===== config.mk =====
export PLATFORM = sky130hd
export DESIGN_NAME = angular_grid_bilinear_lookup
export DESIGN_NICKNAME = d
export VERILOG_FILES = /design/src/rtl/agbl_pkg.sv /design/src/rtl/agbl_ram.sv /design/src/rtl/agbl_mac.sv /design/src/rtl/angular_grid_bilinear_lookup.sv
export SDC_FILE = /design/constraint.sdc
export NUM_CORES = 2
export LEC_CHECK = 0
export BUFFER_PORTS_ARGS = -buffer_cell sky130_fd_sc_hd__buf_2
export CAP_MARGIN = 40
export CORE_ASPECT_RATIO = 1.2
export CORE_MARGIN = 2
export CORE_UTILIZATION = 65
export CTS_CLUSTER_SIZE = 20
export DETAILED_ROUTE_END_ITERATION = 16
export PLACE_DENSITY = 0.89
export SYNTH_ARGS = -nofsm -noshare
export SYNTH_HDL_FRONTEND = slang
export SYNTH_SLANG_ARGS = --single-unit
export TNS_END_PERCENT = 5

===== constraint.sdc =====
create_clock -name clock -period 25.9 [get_ports clock]
set_clock_uncertainty 0.1 [all_clocks]
set_input_delay 3.885 -clock clock [delete_from_list [all_inputs] [get_ports clock]]
set_output_delay 3.885 -clock clock [all_outputs]
set_load 0.1 [all_outputs]

===== src/rtl/agbl_pkg.sv =====
`timescale 1ns / 1ps
// shared types and constants for the angular grid bilinear lookup
package agbl_pkg;

   localparam int ANGLE_W     = 16;
   localparam int VALUE_W     = 16;
   localparam int LAT_W       = 15;
   localparam int FRAC_W      = 11;
   localparam int MAC_A_W     = 25;
   localparam int MAC_B_W     = 27;
   localparam int ACC_W       = 49;
   localparam int Y_W         = 24;
   localparam int DIV_SHIFT   = 14;
   localparam int RECIP_SHIFT = 32;
   localparam int CSR_INDEX_W = 4;
   localparam int STEP_W      = 3;

   localparam logic [FRAC_W-1:0]  STEP_UNITS = 11'd1920;
   localparam logic [ANGLE_W-1:0] HALF_TURN  = 16'd23040;
   localparam logic [ANGLE_W-1:0] FULL_TURN  = 16'd46080;
   localparam logic [LAT_W-1:0]   LAT_SIGN_SPAN = 15'h4000;
   // half of 1920 * 1920, added before the divide
   localparam logic [MAC_B_W-1:0] ROUND_HALF = 27'd1843200;
   // ceil(2^32 / 225), exact for quotients of 24-bit values
   localparam logic [MAC_A_W-1:0] RECIP_M    = 25'd19088744;

   localparam logic [CSR_INDEX_W-1:0] CSR_POINT_LONG = 4'd0;
   localparam logic [CSR_INDEX_W-1:0] CSR_POINT_LAT  = 4'd1;

   typedef enum logic [1:0] {
      KIND_GRID    = 2'd0,
      KIND_LONG_BP = 2'd1,
      KIND_LAT_BP  = 2'd2,
      KIND_QUERY   = 2'd3
   } kind_type;

   typedef enum logic [2:0] {
      ST_IDLE,
      ST_FOLD,
      ST_SRCH_LON,
      ST_SRCH_LAT,
      ST_FRAC,
      ST_READ,
      ST_MAC,
      ST_DONE
   } state_type;

   typedef enum logic [STEP_W-1:0] {
      MS_R1_LO,
      MS_R1_HI,
      MS_R2_LO,
      MS_R2_HI,
      MS_ACC_LO,
      MS_ACC_HI,
      MS_ROUND,
      MS_RECIP
   } mac_step_type;

   typedef struct packed {
      logic en;
      logic accum;
   } mac_ctrl_type;

endpackage


===== src/rtl/agbl_ram.sv =====
`timescale 1ns / 1ps
// generic single write port ram with registered read
module agbl_ram #(
   parameter int WIDTH = 16,
   parameter int DEPTH = 91,
   localparam int ADDR_W = (DEPTH > 1) ? $clog2(DEPTH) : 1
) (
   input  logic              clock,
   input  logic              wr_en,
   input  logic [ADDR_W-1:0] wr_addr,
   input  logic [WIDTH-1:0]  wr_data,
   input  logic [ADDR_W-1:0] rd_addr,
   output logic [WIDTH-1:0]  rd_data
);

   logic [WIDTH-1:0] mem_ff [DEPTH];
   logic [WIDTH-1:0] rd_data_ff;

   always_ff @(posedge clock) begin
      if (wr_en) begin
         mem_ff[wr_addr] <= wr_data;
      end
      rd_data_ff <= mem_ff[rd_addr];
   end

   assign rd_data = rd_data_ff;

endmodule


===== src/rtl/agbl_mac.sv =====
`timescale 1ns / 1ps
// shared multiply-accumulate unit for interpolation and constant divide
module agbl_mac (
   input  logic                              clock,
   input  agbl_pkg::mac_ctrl_type            ctrl,
   input  logic [agbl_pkg::MAC_A_W-1:0]      op_a,
   input  logic [agbl_pkg::MAC_B_W-1:0]      op_b,
   output logic [agbl_pkg::ACC_W-1:0]        acc
);

   logic [agbl_pkg::MAC_A_W+agbl_pkg::MAC_B_W-1:0] product;
   logic [agbl_pkg::ACC_W-1:0]                    acc_base;
   logic [agbl_pkg::ACC_W-1:0]                    acc_in;
   logic [agbl_pkg::ACC_W-1:0]                    acc_ff;

   always_comb begin
      product  = op_a * op_b;
      acc_base = ctrl.accum ? acc_ff : '0;
      acc_in   = ctrl.en ? (acc_base + product[agbl_pkg::ACC_W-1:0]) : acc_ff;
   end

   always_ff @(posedge clock) begin
      acc_ff <= acc_in;
   end

   assign acc = acc_ff;

endmodule


===== src/rtl/angular_grid_bilinear_lookup.sv =====
`timescale 1ns / 1ps
// top level of the angular grid bilinear magnitude lookup
//
// req channel: one item per transfer, tuser selects grid write, longitude
// breakpoint write, latitude breakpoint write or query. Writes return
// nothing; req_tready stays high while no query is in progress.
// rsp channel: one result per query, magnitude in tdata, avoidance flag in tuser.
// csr channel: pointing longitude (index 0) and latitude (index 1), always ready.
// A query runs through the fold, a breakpoint search of the longitude and
// latitude tables on one comparator, four grid ram reads and eight passes
// of the shared multiply-accumulate unit. The next query can be taken in the
// cycle in which the result first shows on rsp_tvalid, and not before.
// A result waiting on a stalled receiver does not block writes; a following
// query holds its result until the output register is free.
// Reset clears the control state and the pointing registers; the grid and
// breakpoint tables hold nothing defined until written.
module angular_grid_bilinear_lookup #(
   parameter int LONG_POINTS = 13,
   parameter int LAT_POINTS  = 7
) (
   input  logic        clock,
   input  logic        reset,
   input  logic        req_tvalid,
   output logic        req_tready,
   // row_index[3:0], column_index[6:4], table_value[22:7], sun_longitude[38:23]
   input  logic [39:0] req_tdata,
   // kind[1:0]
   input  logic [1:0]  req_tuser,
   output logic        rsp_tvalid,
   input  logic        rsp_tready,
   // magnitude[15:0]
   output logic [15:0] rsp_tdata,
   // avoidance_zone[0]
   output logic [0:0]  rsp_tuser,
   input  logic        csr_valid,
   output logic        csr_ready,
   input  logic [agbl_pkg::CSR_INDEX_W-1:0] csr_index,
   input  logic [15:0] csr_data
);

   localparam int GRID_DEPTH = LONG_POINTS * LAT_POINTS;
   localparam int GRID_AW    = $clog2(GRID_DEPTH);
   localparam int LON_IW     = $clog2(LONG_POINTS);
   localparam int LAT_IW     = $clog2(LAT_POINTS);
   localparam int IDX_W      = (LON_IW > LAT_IW) ? LON_IW : LAT_IW;

   localparam int AW = agbl_pkg::ANGLE_W;
   localparam int VW = agbl_pkg::VALUE_W;
   localparam int FW = agbl_pkg::FRAC_W;

   // request fields
   agbl_pkg::kind_type req_kind;
   logic [3:0]         req_row;
   logic [2:0]         req_col;
   logic [VW-1:0]      req_value;
   logic [AW-1:0]      req_sun;
   logic               req_fire;
   logic               row_ok;
   logic               col_ok;

   // configuration
   logic [AW-1:0]                 point_long_ff, point_long_in;
   logic [agbl_pkg::LAT_W-1:0]    point_lat_ff, point_lat_in;

   // tables
   logic [AW-1:0] lon_bp_ff [LONG_POINTS];
   logic [AW-1:0] lat_bp_ff [LAT_POINTS];

   // control
   agbl_pkg::state_type        state_ff, state_in;
   logic [IDX_W-1:0]           idx_ff, idx_in;
   logic [agbl_pkg::STEP_W-1:0] step_ff, step_in;

   // query datapath
   logic [AW-1:0]               dist_ff, dist_in;
   logic [agbl_pkg::LAT_W-1:0]  dlat_ff, dlat_in;
   logic [LON_IW-1:0]           lon_lo_ff, lon_lo_in;
   logic [LAT_IW-1:0]           lat_lo_ff, lat_lo_in;
   logic [AW-1:0]               lon_base_ff, lon_base_in;
   logic [AW-1:0]               lat_base_ff, lat_base_in;
   logic [FW-1:0]               fl_ff, fl_in;
   logic [FW-1:0]               fa_ff, fa_in;
   logic [VW-1:0]               corner_ff [4];
   logic [VW-1:0]               corner_in [4];
   logic                        zero_ff, zero_in;
   logic [agbl_pkg::MAC_B_W-1:0] r1_ff, r1_in;

   // shared compare
   logic [AW-1:0] cmp_key;
   logic [AW-1:0] cmp_bp;
   logic          cmp_hit;
   logic          last_lon;
   logic          last_lat;

   logic [LON_IW-1:0] lon_hi;
   logic [LAT_IW-1:0] lat_hi;
   logic [LON_IW-1:0] rd_row;
   logic [LAT_IW-1:0] rd_col;
   logic [1:0]        cap_sel;

   // grid ram
   logic               grid_wr_en;
   logic [GRID_AW-1:0] grid_wr_addr;
   logic [GRID_AW-1:0] grid_rd_addr;
   logic [VW-1:0]      grid_rd_data;

   // shared unit
   agbl_pkg::mac_ctrl_type            mac_ctrl;
   logic [agbl_pkg::MAC_A_W-1:0]      mac_a;
   logic [agbl_pkg::MAC_B_W-1:0]      mac_b;
   logic [agbl_pkg::ACC_W-1:0]        mac_acc;

   // output register
   logic          rsp_load;
   logic          rsp_tvalid_ff, rsp_tvalid_in;
   logic [VW-1:0] rsp_mag_ff, rsp_mag_in;
   logic          rsp_zone_ff, rsp_zone_in;

   function automatic logic [FW-1:0] step_frac(input logic [AW-1:0] v,
                                               input logic [AW-1:0] base);
      logic [AW-1:0] diff;
      diff = v - base;
      if (v <= base) begin
         return '0;
      end else if (diff > AW'(agbl_pkg::STEP_UNITS)) begin
         return agbl_pkg::STEP_UNITS;
      end else begin
         return diff[FW-1:0];
      end
   endfunction

   assign req_kind  = agbl_pkg::kind_type'(req_tuser);
   assign req_row   = req_tdata[3:0];
   assign req_col   = req_tdata[6:4];
   assign req_value = req_tdata[22:7];
   assign req_sun   = req_tdata[38:23];
   assign req_fire  = req_tvalid && req_tready;
   assign row_ok    = 6'(req_row) < 6'(LONG_POINTS);
   assign col_ok    = 6'(req_col) < 6'(LAT_POINTS);

   // configuration registers
   assign csr_ready = 1'b1;

   always_comb begin
      point_long_in = point_long_ff;
      point_lat_in  = point_lat_ff;
      if (csr_valid && csr_ready) begin
         if (csr_index == agbl_pkg::CSR_POINT_LONG) begin
            point_long_in = csr_data;
         end else if (csr_index == agbl_pkg::CSR_POINT_LAT) begin
            point_lat_in = csr_data[agbl_pkg::LAT_W-1:0];
         end
      end
   end

   always_ff @(posedge clock) begin
      if (reset) begin
         point_long_ff <= '0;
         point_lat_ff  <= '0;
      end else begin
         point_long_ff <= point_long_in;
         point_lat_ff  <= point_lat_in;
      end
   end

   // breakpoint tables
   always_ff @(posedge clock) begin
      if (req_fire && req_kind == agbl_pkg::KIND_LONG_BP && row_ok) begin
         lon_bp_ff[LON_IW'(req_row)] <= req_value;
      end
      if (req_fire && req_kind == agbl_pkg::KIND_LAT_BP && col_ok) begin
         lat_bp_ff[LAT_IW'(req_col)] <= req_value;
      end
   end

   // grid memory
   assign grid_wr_en   = req_fire && req_kind == agbl_pkg::KIND_GRID && row_ok && col_ok;
   assign grid_wr_addr = GRID_AW'(32'(req_row) * LAT_POINTS + 32'(req_col));

   assign lon_hi = (32'(lon_lo_ff) + 1 < LONG_POINTS) ? lon_lo_ff + LON_IW'(1) : lon_lo_ff;
   assign lat_hi = (32'(lat_lo_ff) + 1 < LAT_POINTS) ? lat_lo_ff + LAT_IW'(1) : lat_lo_ff;
   assign rd_row = step_ff[1] ? lon_hi : lon_lo_ff;
   assign rd_col = step_ff[0] ? lat_hi : lat_lo_ff;
   assign grid_rd_addr = GRID_AW'(32'(rd_row) * LAT_POINTS + 32'(rd_col));

   agbl_ram #(
      .WIDTH (VW),
      .DEPTH (GRID_DEPTH)
   ) u_grid (
      .clock   (clock),
      .wr_en   (grid_wr_en),
      .wr_addr (grid_wr_addr),
      .wr_data (req_value),
      .rd_addr (grid_rd_addr),
      .rd_data (grid_rd_data)
   );

   // shared breakpoint compare
   assign cmp_key  = (state_ff == agbl_pkg::ST_SRCH_LON) ? dist_ff : AW'(dlat_ff);
   assign cmp_bp   = (state_ff == agbl_pkg::ST_SRCH_LON) ? lon_bp_ff[idx_ff[LON_IW-1:0]]
                                                          : lat_bp_ff[idx_ff[LAT_IW-1:0]];
   assign cmp_hit  = (cmp_key >= cmp_bp) || (idx_ff == '0);
   assign last_lon = idx_ff == IDX_W'(LONG_POINTS - 1);
   assign last_lat = idx_ff == IDX_W'(LAT_POINTS - 1);
   assign cap_sel  = 2'(step_ff - agbl_pkg::STEP_W'(1));

   // next state
   always_comb begin
      state_in = state_ff;
      unique case (state_ff)
         agbl_pkg::ST_IDLE: begin
            if (req_fire && req_kind == agbl_pkg::KIND_QUERY) begin
               state_in = agbl_pkg::ST_FOLD;
            end
         end
         agbl_pkg::ST_FOLD: begin
            state_in = agbl_pkg::ST_SRCH_LON;
         end
         agbl_pkg::ST_SRCH_LON: begin
            if (last_lon) begin
               state_in = agbl_pkg::ST_SRCH_LAT;
            end
         end
         agbl_pkg::ST_SRCH_LAT: begin
            if (last_lat) begin
               state_in = agbl_pkg::ST_FRAC;
            end
         end
         agbl_pkg::ST_FRAC: begin
            state_in = agbl_pkg::ST_READ;
         end
         agbl_pkg::ST_READ: begin
            if (step_ff == agbl_pkg::STEP_W'(4)) begin
               state_in = agbl_pkg::ST_MAC;
            end
         end
         agbl_pkg::ST_MAC: begin
            if (agbl_pkg::mac_step_type'(step_ff) == agbl_pkg::MS_RECIP) begin
               state_in = agbl_pkg::ST_DONE;
            end
         end
         agbl_pkg::ST_DONE: begin
            if (rsp_load) begin
               state_in = agbl_pkg::ST_IDLE;
            end
         end
         default: begin
            state_in = agbl_pkg::ST_IDLE;
         end
      endcase
   end

   // outputs of the sequencer
   always_comb begin
      req_tready   = state_ff == agbl_pkg::ST_IDLE;
      rsp_load     = (state_ff == agbl_pkg::ST_DONE) && (!rsp_tvalid_ff || rsp_tready);
      mac_ctrl.en  = state_ff == agbl_pkg::ST_MAC;
      mac_ctrl.accum = 1'b0;
      mac_a        = '0;
      mac_b        = '0;
      unique case (agbl_pkg::mac_step_type'(step_ff))
         agbl_pkg::MS_R1_LO: begin
            mac_a = agbl_pkg::MAC_A_W'(agbl_pkg::STEP_UNITS - fa_ff);
            mac_b = agbl_pkg::MAC_B_W'(corner_ff[0]);
         end
         agbl_pkg::MS_R1_HI: begin
            mac_a = agbl_pkg::MAC_A_W'(fa_ff);
            mac_b = agbl_pkg::MAC_B_W'(corner_ff[1]);
            mac_ctrl.accum = 1'b1;
         end
         agbl_pkg::MS_R2_LO: begin
            mac_a = agbl_pkg::MAC_A_W'(agbl_pkg::STEP_UNITS - fa_ff);
            mac_b = agbl_pkg::MAC_B_W'(corner_ff[2]);
         end
         agbl_pkg::MS_R2_HI: begin
            mac_a = agbl_pkg::MAC_A_W'(fa_ff);
            mac_b = agbl_pkg::MAC_B_W'(corner_ff[3]);
            mac_ctrl.accum = 1'b1;
         end
         agbl_pkg::MS_ACC_LO: begin
            mac_a = agbl_pkg::MAC_A_W'(fl_ff);
            mac_b = mac_acc[agbl_pkg::MAC_B_W-1:0];
         end
         agbl_pkg::MS_ACC_HI: begin
            mac_a = agbl_pkg::MAC_A_W'(agbl_pkg::STEP_UNITS - fl_ff);
            mac_b = r1_ff;
            mac_ctrl.accum = 1'b1;
         end
         agbl_pkg::MS_ROUND: begin
            mac_a = agbl_pkg::MAC_A_W'(1);
            mac_b = agbl_pkg::ROUND_HALF;
            mac_ctrl.accum = 1'b1;
         end
         agbl_pkg::MS_RECIP: begin
            mac_a = agbl_pkg::RECIP_M;
            mac_b = agbl_pkg::MAC_B_W'(mac_acc[agbl_pkg::DIV_SHIFT +: agbl_pkg::Y_W]);
         end
         default: begin
            mac_a = '0;
         end
      endcase
   end

   agbl_mac u_mac (
      .clock (clock),
      .ctrl  (mac_ctrl),
      .op_a  (mac_a),
      .op_b  (mac_b),
      .acc   (mac_acc)
   );

   // query datapath next values
   always_comb begin
      idx_in      = idx_ff;
      step_in     = step_ff;
      dist_in     = dist_ff;
      dlat_in     = dlat_ff;
      lon_lo_in   = lon_lo_ff;
      lat_lo_in   = lat_lo_ff;
      lon_base_in = lon_base_ff;
      lat_base_in = lat_base_ff;
      fl_in       = fl_ff;
      fa_in       = fa_ff;
      corner_in   = corner_ff;
      zero_in     = zero_ff;
      r1_in       = r1_ff;
      unique case (state_ff)
         agbl_pkg::ST_IDLE: begin
            idx_in  = '0;
            step_in = '0;
            dist_in = (point_long_ff >= req_sun) ? point_long_ff - req_sun
                                                 : req_sun - point_long_ff;
            dlat_in = point_lat_ff[agbl_pkg::LAT_W-1]
                    ? agbl_pkg::LAT_SIGN_SPAN - {1'b0, point_lat_ff[agbl_pkg::LAT_W-2:0]}
                    : {1'b0, point_lat_ff[agbl_pkg::LAT_W-2:0]};
         end
         agbl_pkg::ST_FOLD: begin
            if (dist_ff > agbl_pkg::HALF_TURN) begin
               dist_in = (dist_ff >= agbl_pkg::FULL_TURN) ? '0
                                                          : agbl_pkg::FULL_TURN - dist_ff;
            end
         end
         agbl_pkg::ST_SRCH_LON: begin
            if (cmp_hit) begin
               lon_lo_in   = idx_ff[LON_IW-1:0];
               lon_base_in = cmp_bp;
            end
            idx_in = last_lon ? '0 : idx_ff + IDX_W'(1);
         end
         agbl_pkg::ST_SRCH_LAT: begin
            if (cmp_hit) begin
               lat_lo_in   = idx_ff[LAT_IW-1:0];
               lat_base_in = cmp_bp;
            end
            idx_in = last_lat ? '0 : idx_ff + IDX_W'(1);
         end
         agbl_pkg::ST_FRAC: begin
            fl_in   = step_frac(dist_ff, lon_base_ff);
            fa_in   = step_frac(AW'(dlat_ff), lat_base_ff);
            zero_in = 1'b0;
            step_in = agbl_pkg::STEP_W'(1);
         end
         agbl_pkg::ST_READ: begin
            corner_in[cap_sel] = grid_rd_data;
            zero_in = zero_ff || (grid_rd_data == '0);
            step_in = (step_ff == agbl_pkg::STEP_W'(4)) ? '0 : step_ff + agbl_pkg::STEP_W'(1);
         end
         agbl_pkg::ST_MAC: begin
            if (agbl_pkg::mac_step_type'(step_ff) == agbl_pkg::MS_R2_LO) begin
               r1_in = mac_acc[agbl_pkg::MAC_B_W-1:0];
            end
            step_in = step_ff + agbl_pkg::STEP_W'(1);
         end
         agbl_pkg::ST_DONE: begin
            step_in = '0;
         end
         default: begin
            step_in = '0;
         end
      endcase
   end

   always_ff @(posedge clock) begin
      if (reset) begin
         state_ff <= agbl_pkg::ST_IDLE;
         idx_ff   <= '0;
         step_ff  <= '0;
      end else begin
         state_ff <= state_in;
         idx_ff   <= idx_in;
         step_ff  <= step_in;
      end
   end

   always_ff @(posedge clock) begin
      dist_ff     <= dist_in;
      dlat_ff     <= dlat_in;
      lon_lo_ff   <= lon_lo_in;
      lat_lo_ff   <= lat_lo_in;
      lon_base_ff <= lon_base_in;
      lat_base_ff <= lat_base_in;
      fl_ff       <= fl_in;
      fa_ff       <= fa_in;
      corner_ff   <= corner_in;
      zero_ff     <= zero_in;
      r1_ff       <= r1_in;
   end

   // output register
   always_comb begin
      rsp_tvalid_in = rsp_tvalid_ff && !rsp_tready;
      rsp_mag_in    = rsp_mag_ff;
      rsp_zone_in   = rsp_zone_ff;
      if (rsp_load) begin
         rsp_tvalid_in = 1'b1;
         rsp_zone_in   = zero_ff;
         if (zero_ff) begin
            rsp_mag_in = '0;
         end else if (mac_acc[agbl_pkg::ACC_W-1]) begin
            rsp_mag_in = '1;
         end else begin
            rsp_mag_in = mac_acc[agbl_pkg::RECIP_SHIFT +: VW];
         end
      end
   end

   always_ff @(posedge clock) begin
      if (reset) begin
         rsp_tvalid_ff <= 1'b0;
      end else begin
         rsp_tvalid_ff <= rsp_tvalid_in;
      end
      rsp_mag_ff  <= rsp_mag_in;
      rsp_zone_ff <= rsp_zone_in;
   end

   assign rsp_tvalid   = rsp_tvalid_ff;
   assign rsp_tdata    = rsp_mag_ff;
   assign rsp_tuser[0] = rsp_zone_ff;

`ifndef SYNTHESIS
   query_starts: assert property (@(posedge clock) disable iff (reset)
      (req_tvalid && req_tready && req_tuser == agbl_pkg::KIND_QUERY)
      |=> (state_ff == agbl_pkg::ST_FOLD))
      else $error("query transfer did not start the sequence");

   search_in_range: assert property (@(posedge clock) disable iff (reset)
      (state_ff == agbl_pkg::ST_SRCH_LON) |-> (idx_ff <= IDX_W'(LONG_POINTS - 1)))
      else $error("longitude search index out of range");

   frac_saturated: assert property (@(posedge clock) disable iff (reset)
      (state_ff == agbl_pkg::ST_MAC)
      |-> (fl_ff <= agbl_pkg::STEP_UNITS && fa_ff <= agbl_pkg::STEP_UNITS))
      else $error("fraction above one step");

   result_from_done: assert property (@(posedge clock) disable iff (reset)
      $rose(rsp_tvalid) |-> ($past(state_ff) == agbl_pkg::ST_DONE))
      else $error("result raised outside the done state");

   result_held: assert property (@(posedge clock) disable iff (reset)
      (state_ff == agbl_pkg::ST_DONE && rsp_tvalid && !rsp_tready)
      |=> (state_ff == agbl_pkg::ST_DONE))
      else $error("finished result left while output stalled");
`endif

endmodule

==> results.py <==
metrics = {
    "yosys": {
        "synth_area_um2": 106000,
        "ys_seq_area_frac": 0.585,
        "synth_cell_types": 84,
        "yosys_warnings": 0,
        "synth_xor_area_frac": 0.0101,
        "ys_async_sr_fraction": 0,
        "synth_compound_area_frac": 0.0436,
        "ys_ff_latch": 2088,
        "synth_edf_count": 2026,
        "synthAdderAreaFrac": 0.148,
        "synth_top_flop_cell": "edfxtp_1",
        "postSynthCellCount": 6790,
        "syn_area_per_cell_um2": 15.6,
        "syn_nets": 7750,
        "muxShareOfSynthArea": 0.121,
        "synth_top_family_by_area": "adder cells",
        "synth-simple-area-share": 0.0515,
    },
    "clock_network": {
        "cts_root_buf": "clkbuf_16",
        "clk_pin_slew_ns": 0.06,
        "h-tree-depth": 4,
        "clk_path_buf_depth": 3,
        "cts_tree": "built",
        "cts_hold_buf": 0,
        "clkLatencyLatePin_ns": 0.86,
        "cts_resized": 0,
        "post_cts_buffers": 0,
        "cts_sinks": 2088,
        "cts_made_buffers": 187,
    },
    "floorplan": {
        "chipWidth_um": 373,
        "fp.dieArea_um2": 167000,
        "rows": 162,
        "io-pin-count": 87,
        "core_area_um2": 162000,
        "fp.dieH_um": 447,
        "initial_utilization": 0.654,
    },
    "timing": {
        "slew_headroom": 0.220,
        "post-route-period-util": 0.467,
        "worstMarginPinSlew_ns": 1.17,
        "max_freq_mhz": 82.6,
        "setup_viol": 0,
        "fin_tns_setup_ns": 0,
        "hold_ws_ns": 0.374,
        "slew_viol_final": 0,
        "fin_crit_ns": 12.10,
        "rsz0062_at_grt": "false",
        "hold_viol_final": 0,
    },
    "worst_setup_path": {
        "regToRegStartpoint": "step_ff[2]",
        "critPathLaunchType": "flop",
        "r2r_slack_ns": 13.80,
        "crit_type": "flop to flop",
        "cp.arrival_ns": 12.62,
        "end_kind": "flop",
        "cp_data_required_time_ns": 26.42,
        "r2r-end": "u_mac.acc[45]",
        "reg2regPathDepth": 27,
        "crit_fanout": 21,
    },
    "grt": {
        "grt_use_met1": 0.444,
        "grt_pass1_wl_um": 444000,
        "grt_max_degree": 163,
        "grt_antenna_before_repair": 21,
        "grt_pass1_vias": 65800,
        "busiest_layer": "met2",
        "grt_use_total": 0.370,
        "use_met3": 0.0690,
        "use_met2": 0.622,
        "gr-total-overflow": 0,
    },
    "detailed_routing": {
        "drt_wl_total_um": 304000,
        "vias_per_cell": 6.87,
        "drtAntennaViolNets": 0,
        "wl_per_cell_um": 32.7,
        "dr.first_iter.drc_count": 9198,
        "dr.pass1.iters": 8,
        "dr_total_vias": 63800,
        "drc_errors": 0,
    },
    "power_and_ir_drop": {
        "power_switching_mw": 3.15,
        "p_leak_nw": 43.3,
        "swShare": 0.327,
        "comb_power_share": 0.293,
        "power_density_nw_per_um2": 82.5,
        "p_clk_frac": 0.304,
        "peakVddDrop_v": 0.0000949,
        "pwr-share-seq": 0.403,
        "power.total_mw": 9.64,
        "p_int_mw": 6.49,
    },
    "cells_and_area": {
        "final_cell_mix": "2,026 x edfxtp_1, 835 x inv_1, 607 x fa_1, 512 x mux4_2, 455 x nor2_1",
        "drive_gt1_frac": 0.167,
        "synthToLayoutAreaGrowth_pct": 10.1,
        "final_area_um2": 117000,
        "nets": 7948,
        "final_common_cell": "edfxtp_1",
        "layout.cells.non_filler": 9285,
    },
    "min_path": {
        "timing.hold.worst_endpoint": "r1_ff[1]",
        "min_path_type": "flop to flop",
        "worstHoldStart": "u_mac.acc[1]",
        "min_delay_path_depth": 0,
    },
    "place": {
        "dpl-instance-area_um2": 111000,
        "port_buffers": 84,
        "dp.cells": 8927,
        "gp_congestion": 0.953,
        "dp_hpwl_um": 191000,
    },
    "outcome": {
        "outcome": "finished clean",
    },
    "flow_run": {
        "cap_violations": 0,
    },
}
-- Yosys cell counts (35+ instances only) --
cell type / number / area, µm²
nor2_1: 482 / 1810
clkbuf_1: 194 / 728
xnor2_1: 82 / 718
nand2_1: 425 / 1600
dfxtp_1: 62 / 1240
buf_2: 59 / 295
mux2i_1: 111 / 1110
xor2_1: 40 / 350
o21ai_0: 98 / 490
a211oi_1: 61 / 458
and2_1: 75 / 469
a21o_1: 61 / 458
fa_1: 608 / 12200
edfxtp_1: 2026 / 60800
mux4_2: 512 / 11500
a21oi_1: 167 / 836
ha_1: 285 / 3570
inv_1: 835 / 3130
nor3_1: 43 / 215
and3_1: 35 / 219
-- power by group through the flow --
| stage | Sequential [mW] | Clock, mW | Combinational, mW |
|---|---|---|---|
| floorplan | 3.91 | 0 | 1.74 |
| global placement | 3.95 | 0 | 2.47 |
| detailed placement | 3.95 | 0 | 2.63 |
| CTS | 3.88 | 2.93 | 2.75 |
| global route | 3.89 | 3.04 | 2.91 |
| finish | 3.88 | 2.93 | 2.83 |
-- cell families (layout without fill, tap and decap cells) --
| family | after synthesis | after routing |
|---|---|---|
| multiplexers | 643 | 643 |
| AO/OA/AOI/OAI | 677 | 677 |
| buffers and inverters | 1124 | 1479 |
| adder cells (fa/ha/maj) | 893 | 893 |
| AND/OR/NAND/NOR | 1242 | 1242 |
| other | 1 | 9 |
| XOR/XNOR | 122 | 122 |
| flip-flops | 2088 | 2088 |
-- per-layer routing --
layer | vias to the layer above | wire, µm
li1 | 25200 | -
met1 | 32300 | 98400
met2 | 4992 | 151000
met3 | 1204 | 29900
met4 | 20 | 24400
met5 | - | 127
-- critical path: stages, from the launching register on --
cell and delay, ns:
dfxtp_1 0.89, inv_1 0.56, ha_1 0.67, nor3_1 0.43, and2_0 0.74, and2_1 0.24, and3_1 0.20, a31o_2 0.56
nand2_1 0.49, fa_1 0.64, fa_1 0.50, inv_1 0.06, fa_1 0.48, fa_1 0.60, fa_1 0.47, fa_1 0.53
inv_1 0.06, fa_1 0.47, inv_1 0.04, ha_1 0.41, a21o_1 0.22, a21o_1 0.17, a21oi_1 0.50, nand3_1 0.12
o21ai_0 0.76, o31a_1 0.41, nand2_1 0.17, a211oi_1 0.32
-- flip-flops by register name (all words and copies together) (netlist names), 27 cells and up, named ones only --
register,count
corner_ff,64
u_mac.acc,49
lon_bp_ff,208
lat_bp_ff,112
r1_ff,27
u_grid.mem_ff,1456
-- worst max path at each step --
stage / startpoint / to / slack (ns) / depth (start not counted)
3_3_place_gp: step_ff[2] / u_mac.acc[45] / 13.97 / 29
4_1_cts: step_ff[2] / u_mac.acc[45] / 14.16 / 27
3_5_place_dp: step_ff[2] / u_mac.acc[45] / 14.28 / 30
6_report: step_ff[2] / u_mac.acc[45] / 13.80 / 27
5_1_grt: step_ff[2] / u_mac.acc[45] / 13.65 / 30
2_1_floorplan: step_ff[2] / u_mac.acc[40] / 17.14 / 34
-- per-stage QoR --
step / util / setup WS, ns
finish: 0.720 / 13.80
global route: 0.720 / 13.65
floorplan: - / 17.14
global placement: 0.674 / 13.97
detailed placement: 0.681 / 14.28
CTS: 0.720 / 14.16
-- final cells by class --
cell class / count / area [µm²]
Timing Repair Buffer: 298 / 2700
Inverter: 835 / 3130
Multi-Input combinational cell: 3578 / 40000
Antenna cell: 8 / 20.0
Fill cell: 9218 / 45400
Tap cell: 2132 / 2670
Clock inverter: 125 / 1450
Clock buffer: 221 / 4880
Sequential cell: 2088 / 62100
Power figures use the tool's default switching activity.
